===== src/rtl/dli_pkg.sv =====
// Shared types, defaults and status codes for the delta list insert block.
package dli_pkg;

  localparam int DEF_PROCESS_COUNT = 64;
  localparam int DEF_QUEUE_COUNT   = 4;

  localparam int ENTRY_W = 7;
  localparam int QUEUE_W = 3;
  localparam int DELAY_W = 31;
  localparam int NODE_W  = 7;
  localparam int STAT_W  = 2;

  localparam logic [STAT_W-1:0] STATUS_OK        = 2'd0;
  localparam logic [STAT_W-1:0] STATUS_BAD_ENTRY = 2'd1;
  localparam logic [STAT_W-1:0] STATUS_BAD_QUEUE = 2'd2;

  typedef struct packed {
    logic [ENTRY_W-1:0] entry_id;
    logic [QUEUE_W-1:0] queue_id;
    logic [DELAY_W-1:0] delay;
  } in_t;

  typedef struct packed {
    logic [STAT_W-1:0]  status;
    logic [DELAY_W-1:0] stored_delay;
    logic [NODE_W-1:0]  predecessor;
    logic [NODE_W-1:0]  successor;
  } out_t;

endpackage


===== src/rtl/delta_list_insert.sv =====
// Top level: delta list insert with a sequenced walk over a shared link table.
//
// Usage: drive in_req and raise start; the request is taken at a rising edge
// where start is high and busy is low. busy stays high while the list walk
// and the link updates run. One result per request appears on out_res for
// exactly one cycle, marked by out_strobe; the receiver cannot stall it.
//
// Sequence: a rejected request (entry id or queue id out of range) strobes its
// result in the next cycle and never raises busy. An accepted insert that
// passes k list entries (k capped at PROCESS_COUNT) reads the head link
// (S_HEAD), takes one walk step per entry passed (S_WALK), then updates the
// links (S_LINK, S_FIX) and strobes its result. The walk takes one step at a
// time because the link and delay tables each have one registered read port and
// the next address comes from the previous read. A new request is accepted
// in the cycle its predecessor's result is strobed.
//
// Reset: every table entry reads as its reset value (heads point to their
// tails, delays zero) through per-entry valid bits cleared at once; no
// clearing pass is needed and requests are taken right after reset.
module delta_list_insert #(
  parameter int PROCESS_COUNT = dli_pkg::DEF_PROCESS_COUNT,
  parameter int QUEUE_COUNT   = dli_pkg::DEF_QUEUE_COUNT
) (
  input  logic          clk,
  input  logic          rst_n,
  input  logic          start,
  output logic          busy,
  input  dli_pkg::in_t  in_req,
  output logic          out_strobe,
  output dli_pkg::out_t out_res
);
  import dli_pkg::*;

  localparam int TABLE_SIZE = PROCESS_COUNT + 2 * QUEUE_COUNT;
  localparam int IDX_W      = $clog2(TABLE_SIZE);
  localparam int STEP_W     = $clog2(PROCESS_COUNT + 1);

  localparam logic [2:0] S_IDLE = 3'd0;
  localparam logic [2:0] S_HEAD = 3'd1;
  localparam logic [2:0] S_WALK = 3'd2;
  localparam logic [2:0] S_LINK = 3'd3;
  localparam logic [2:0] S_FIX  = 3'd4;

  // Reset value of the forward link table: a head points to its own tail.
  function automatic logic [IDX_W-1:0] next_rst(input logic [IDX_W-1:0] a);
    logic [IDX_W:0] off;
    logic [IDX_W-1:0] res;
    off = {1'b0, a} - (IDX_W+1)'(PROCESS_COUNT);
    if (({1'b0, a} >= (IDX_W+1)'(PROCESS_COUNT)) && !off[0]) begin
      res = a + 1'b1;
    end else begin
      res = '0;
    end
    return res;
  endfunction

  // Treat a link outside the table as the tail.
  function automatic logic [IDX_W-1:0] clamp_idx(input logic [IDX_W-1:0] n,
                                                 input logic [IDX_W-1:0] tl);
    return ({1'b0, n} >= (IDX_W+1)'(TABLE_SIZE)) ? tl : n;
  endfunction

  function automatic logic [NODE_W-1:0] to_node(input logic [IDX_W-1:0] n);
    logic [IDX_W+NODE_W-1:0] wide;
    wide = {{NODE_W{1'b0}}, n};
    return wide[NODE_W-1:0];
  endfunction

  // Tables: forward links and relative delays, one read and one write port each.
  logic [IDX_W-1:0]   nmem [TABLE_SIZE];
  logic [DELAY_W-1:0] dmem [TABLE_SIZE];
  logic [TABLE_SIZE-1:0] nvalid_r, dvalid_r;

  logic [2:0]         state_r, state_nxt;
  logic [IDX_W-1:0]   id_r, id_nxt;
  logic [IDX_W-1:0]   tail_r, tail_nxt;
  logic [IDX_W-1:0]   prev_r, prev_nxt;
  logic [IDX_W-1:0]   next_r, next_nxt;
  logic [DELAY_W-1:0] key_r, key_nxt;
  logic [DELAY_W-1:0] succ_r, succ_nxt;
  logic [STEP_W-1:0]  steps_r, steps_nxt;
  logic               strobe_r, strobe_nxt;
  out_t               res_r, res_nxt;

  logic [IDX_W-1:0]   nrd_r;
  logic [DELAY_W-1:0] drd_r;
  logic [IDX_W-1:0]   raddr;

  logic               n_we, d_we;
  logic [IDX_W-1:0]   n_waddr, n_wdata, d_waddr;
  logic [DELAY_W-1:0] d_wdata;

  logic               accept, bad_entry, bad_queue;
  logic [IDX_W+3:0]   head_w;
  logic [IDX_W-1:0]   head_in;
  logic [IDX_W+ENTRY_W-1:0] id_w;
  logic [IDX_W-1:0]   link_nn;
  logic [DELAY_W-1:0] succ_cur;

  assign accept    = start && !busy;
  assign bad_entry = {1'b0, in_req.entry_id} >= (ENTRY_W+1)'(PROCESS_COUNT);
  assign bad_queue = {1'b0, in_req.queue_id} >= (QUEUE_W+1)'(QUEUE_COUNT);
  assign head_w    = (IDX_W+4)'(PROCESS_COUNT) + (IDX_W+4)'({in_req.queue_id, 1'b0});
  assign head_in   = head_w[IDX_W-1:0];
  assign id_w      = {{IDX_W{1'b0}}, in_req.entry_id};
  assign link_nn   = clamp_idx(nrd_r, tail_r);
  // A successor that is the new entry itself already holds the stored delay.
  assign succ_cur  = (next_r == id_r) ? key_r : succ_r;

  assign busy       = (state_r != S_IDLE);
  assign out_strobe = strobe_r;
  assign out_res    = res_r;

  // Read the head link at acceptance, afterwards follow the last link read.
  assign raddr = (state_r == S_IDLE) ? head_in : link_nn;

  always_comb begin
    state_nxt  = state_r;
    id_nxt     = id_r;
    tail_nxt   = tail_r;
    prev_nxt   = prev_r;
    next_nxt   = next_r;
    key_nxt    = key_r;
    succ_nxt   = succ_r;
    steps_nxt  = steps_r;
    strobe_nxt = 1'b0;
    res_nxt    = res_r;
    n_we       = 1'b0;
    d_we       = 1'b0;
    n_waddr    = id_r;
    n_wdata    = next_r;
    d_waddr    = id_r;
    d_wdata    = key_r;

    case (state_r)
      S_IDLE: begin
        if (accept) begin
          if (bad_entry || bad_queue) begin
            strobe_nxt           = 1'b1;
            res_nxt              = '0;
            res_nxt.status       = bad_entry ? STATUS_BAD_ENTRY : STATUS_BAD_QUEUE;
          end else begin
            id_nxt    = id_w[IDX_W-1:0];
            tail_nxt  = head_in + 1'b1;
            prev_nxt  = head_in;
            key_nxt   = in_req.delay;
            steps_nxt = '0;
            state_nxt = S_HEAD;
          end
        end
      end
      S_HEAD: begin
        // Head link is back; the table read at that node is already issued.
        next_nxt  = link_nn;
        state_nxt = (link_nn == tail_r) ? S_LINK : S_WALK;
      end
      S_WALK: begin
        // Read data belongs to next_r, which is never the tail here.
        if (steps_r == STEP_W'(PROCESS_COUNT) || drd_r > key_r) begin
          succ_nxt  = drd_r;
          state_nxt = S_LINK;
        end else begin
          key_nxt   = key_r - drd_r;
          prev_nxt  = next_r;
          next_nxt  = link_nn;
          steps_nxt = steps_r + 1'b1;
          if (link_nn == tail_r) begin
            state_nxt = S_LINK;
          end
        end
      end
      S_LINK: begin
        // Link the new entry forward and store its remaining delay.
        n_we      = 1'b1;
        d_we      = 1'b1;
        state_nxt = S_FIX;
      end
      S_FIX: begin
        // Hook the predecessor to the entry, trim the successor unless it is the tail, and strobe the result.
        n_we    = 1'b1;
        n_waddr = prev_r;
        n_wdata = id_r;
        d_waddr = next_r;
        d_wdata = (succ_cur >= key_r) ? (succ_cur - key_r) : '0;
        d_we    = (next_r != tail_r);
        strobe_nxt            = 1'b1;
        res_nxt.status        = STATUS_OK;
        res_nxt.stored_delay  = key_r;
        res_nxt.predecessor   = to_node(prev_r);
        res_nxt.successor     = to_node(next_r);
        state_nxt = S_IDLE;
      end
      default: begin
        state_nxt = S_IDLE;
      end
    endcase
  end

  always_ff @(posedge clk) begin
    if (n_we) begin
      nmem[n_waddr] <= n_wdata;
    end
    if (d_we) begin
      dmem[d_waddr] <= d_wdata;
    end
    nrd_r <= nvalid_r[raddr] ? nmem[raddr] : next_rst(raddr);
    drd_r <= dvalid_r[raddr] ? dmem[raddr] : '0;
  end

  always_ff @(posedge clk) begin
    if (!rst_n) begin
      nvalid_r <= '0;
      dvalid_r <= '0;
      state_r  <= S_IDLE;
      strobe_r <= 1'b0;
    end else begin
      if (n_we) begin
        nvalid_r[n_waddr] <= 1'b1;
      end
      if (d_we) begin
        dvalid_r[d_waddr] <= 1'b1;
      end
      state_r  <= state_nxt;
      strobe_r <= strobe_nxt;
    end
  end

  always_ff @(posedge clk) begin
    id_r    <= id_nxt;
    tail_r  <= tail_nxt;
    prev_r  <= prev_nxt;
    next_r  <= next_nxt;
    key_r   <= key_nxt;
    succ_r  <= succ_nxt;
    steps_r <= steps_nxt;
    res_r   <= res_nxt;
  end

endmodule


===== config.mk =====
export PLATFORM = sky130hd
export DESIGN_NAME = delta_list_insert
export DESIGN_NICKNAME = d
export VERILOG_FILES = /design/src/rtl/dli_pkg.sv /design/src/rtl/delta_list_insert.sv
export SDC_FILE = /design/constraint.sdc
export NUM_CORES = 2
export LEC_CHECK = 0
export BUFFER_PORTS_ARGS = -buffer_cell sky130_fd_sc_hd__buf_2
export CORE_MARGIN = 1.5
export CORE_UTILIZATION = 25
export CTS_CLUSTER_DIAMETER = 120
export DETAILED_ROUTE_END_ITERATION = 10
export PLACE_DENSITY = 0.35
export SLEW_MARGIN = 20
export SYNTH_ARGS = -nofsm -noshare
export SYNTH_HDL_FRONTEND = slang
export SYNTH_SLANG_ARGS = --single-unit
export TNS_END_PERCENT = 10

===== constraint.sdc =====
create_clock -name clk -period 8.55 [get_ports clk]
set_clock_uncertainty 0.15 [all_clocks]
set_input_delay 1.2825 -clock clk [delete_from_list [all_inputs] [get_ports clk]]
set_output_delay 1.2825 -clock clk [all_outputs]
set_load 0.005 [all_outputs]

==> flow_summary.json <==
{
  "firstDrtPassIters": 6,
  "p_leak_nw": 47.6,
  "setup_viol": 0,
  "area_growth_pct": 17.5,
  "die_h_um": 705,
  "maxCapViolations": 0,
  "core_um2": 490000,
  "synth_fa_ha_area_share_pct": 0.703,
  "cts_buffer_depth": 4,
  "via_per_inst": 4.94,
  "critical_path_required_ps": 9040,
  "fillers": 48800,
  "wl_per_cell_um": 31.1,
  "reg2reg_depth": 18,
  "overflow": 0,
  "status": "finished, final reports clean",
  "worst-setup-path-type": "reg2reg",
  "ir_drop_mv": 0.451,
  "r2r_end": "dmem[53][24]",
  "synth_warnings": 0,
  "dieArea_um2": 497000,
  "avgSynthCellArea_um2": 14.4,
  "ctsResizeCount": 0,
  "tightest_slew_ps": 1200,
  "synthesis.area_um2": 123000,
  "h-tree-depth": 5,
  "die_w_um": 705,
  "async_flop_share_pct": 0,
  "drc": 0,
  "ys_seq_elements": 3062,
  "port_buffers": 92,
  "final_nets": 8896,
  "synth_top_family_by_area": "simple AND/OR/NAND/NOR gates",
  "r2r_start": "next_r[4]",
  "ioPinCount": 93,
  "total_power_mw": 56.2,
  "finalWirelength_um": 485000,
  "clock_insertion_delay_worst_skew_ps": 980,
  "synthFlopType": "edfxtp_1",
  "min-delay-start": "dvalid_r[48]",
  "hpwl_um": 275000,
  "vias": 76900,
  "synth-compound-area-share_pct": 8.13,
  "hold_viol": 0,
  "clk_root_buffer_cell": "clkbuf_16",
  "seq_area_frac_synth_pct": 73.1,
  "post-route-util_pct": 29.5,
  "gp_congestion": 0.786,
  "arrival_ps": 7360,
  "grt_max_degree": 105,
  "cts_tree": "done",
  "relSlewSlack_pct": 19.8,
  "start_util_pct": 25.1,
  "yosys.area_share.simple_pct": 9.07,
  "placementRows": 257,
  "path_clk_slew_ps": 60,
  "ant_nets": 0,
  "synth.distinct_cells": 80,
  "rsz0062_at_grt": "false",
  "numCtsBuffers": 352,
  "cp-start-kind": "flip-flop",
  "post-route-period-util_pct": 80.4,
  "cts.sinks": 3062,
  "finalMaxSlewViolations": 0,
  "postCtsSetupRepairBufs": 0,
  "syn_nets": 8696,
  "synth_edf_count": 2876,
  "whs_ps": 310,
  "synth_mux_area_share_pct": 6.36,
  "hold_end": "dvalid_r[48]",
  "timing.final.crit_period_ps": 6880,
  "r2r_slack_ps": 1670,
  "whs_path_depth": 1,
  "drt-initial-drc-count": 6929,
  "clock.fmax_ghz": 0.145,
  "grt_pass1_vias": 75800,
  "crit_fanout": 72,
  "postSynthCellCount": 8584,
  "track_usage_pct": 18.9,
  "antenna_found_initial": 28,
  "synth-xor-area-share_pct": 0.497,
  "hold_class": "reg2reg",
  "critPathCaptureType": "flip-flop",
  "hold_buffers": 0,
  "grt_pass1_wl_um": 661000,
  "p_per_area_nw_per_um2": 388,
  "fin_setup_tns_ps": 0,
  "drive_above_1_share_pct": 13.2
}
-- state kept, by name (all words and copies together), names as in the netlist, 31 cells and up --
signal and cells:
key_r 31, dvalid_r 72, dmem 2232, out_res 47, nvalid_r 72, drd_r 31
succ_r 31, nmem 504
-- kinds of logic after synthesis --
family	Yosys count
AO/OA/AOI/OAI	1541
XOR/XNOR	70
adder cells (fa/ha/maj)	68
buffers and inverters	615
flip-flops	3062
multiplexers	583
AND/OR/NAND/NOR	2645
-- power by group --
part	leakage [nW]	internal [mW]	switching (mW)	total (mW)
sequential	27.4	18.1	0.297	18.4
clock	5.53	8.62	6.40	15.0
combinational	14.7	6.40	16.3	22.7
-- cell usage in the layout, fill, tap and decap left out, drive strengths merged, types with 163 or more instances in the layout --
cell	synthesis	routed
dfxtp	186	186
o21ai	183	183
nor2	270	270
o21a	163	163
buf	268	373
nand2	1699	1699
a21oi	455	455
edfxtp	2876	2876
clkbuf	259	478
nand3	313	313
o22ai	185	185
mux2i	418	418
-- layout make-up --
cell class | count | area [um2] | share of cell area (%)
timing repair buffer | 373 | 3120 | 2.16
tap | 6475 | 8100 | 5.60
sequential | 3062 | 90100 | 62.2
clock inverter | 174 | 1680 | 1.16
multi-input combinational | 4907 | 31700 | 21.9
antenna | 11 | 27.5 | 0.0190
inverter | 88 | 350 | 0.242
clock buffer | 478 | 9640 | 6.66
-- metal layers --
layer / global-route usage [%] / share of wire [%]
met1: 27.3 / 47
met2: 30.7 / 46
met3: 2.37 / 4.9
met4: 3.39 / 1.8
met5: 0 / 0
-- critical path: stages (launching register included) --
cell and delay, ps:
edfxtp_1 520, xor2_1 210, nor4_1 380, nand4_1 270
buf_4 380, nand2_1 140, o21ai_0 100, ha_1 390
and3_1 200, o21ai_0 140, a21boi_0 400, o2111ai_1 240
a31oi_1 550, o31ai_1 240, o21ai_0 510, a21boi_4 190
nand2b_1 520, o22ai_4 260, buf_4 600
-- synthesized netlist by cell type, types with 82 or more instances --
cell | n | area [um2]
a311oi_1 | 111 | 972
a31oi_1 | 108 | 676
buf_2 | 189 | 946
dfxtp_1 | 186 | 3720
o21a_1 | 163 | 1220
a21oi_1 | 454 | 2270
nor3_1 | 83 | 415
and3_1 | 131 | 820
nand2_1 | 1699 | 6380
nor2_1 | 270 | 1010
edfxtp_1 | 2876 | 86400
a211oi_1 | 82 | 616
nand3_1 | 313 | 1570
o22ai_1 | 185 | 1160
o21ai_0 | 181 | 906
clkbuf_1 | 258 | 968
mux4_2 | 160 | 3600
inv_1 | 83 | 312
mux2i_1 | 418 | 4180
-- worst max path at each step --
stage | from | endpoint | slack (ps) | depth (start not counted)
final | next_r[4] | dmem[53][24] | 1670 | 18
after global routing | next_r[4] | dmem[53][24] | 1420 | 18
after CTS | next_r[4] | dmem[53][4] | 1580 | 18
after detailed placement | next_r[4] | dmem[50][4] | 1740 | 18
after global placement | next_r[4] | dmem[50][4] | 1580 | 18
after floorplan | next_r[4] | dmem[0][28] | 690 | 18
-- through the flow --
step                      cell area (um2)  setup slack [ps]  std cells
after floorplan                    123000               691       8584
after global placement             133000              1580      14900
after detailed placement           133000              1740      14900
after CTS                          145000              1580      15600
after global routing               145000              1420      15600
final                              145000              1670      15600
No activity file was read; power rests on OpenSTA's default activity.
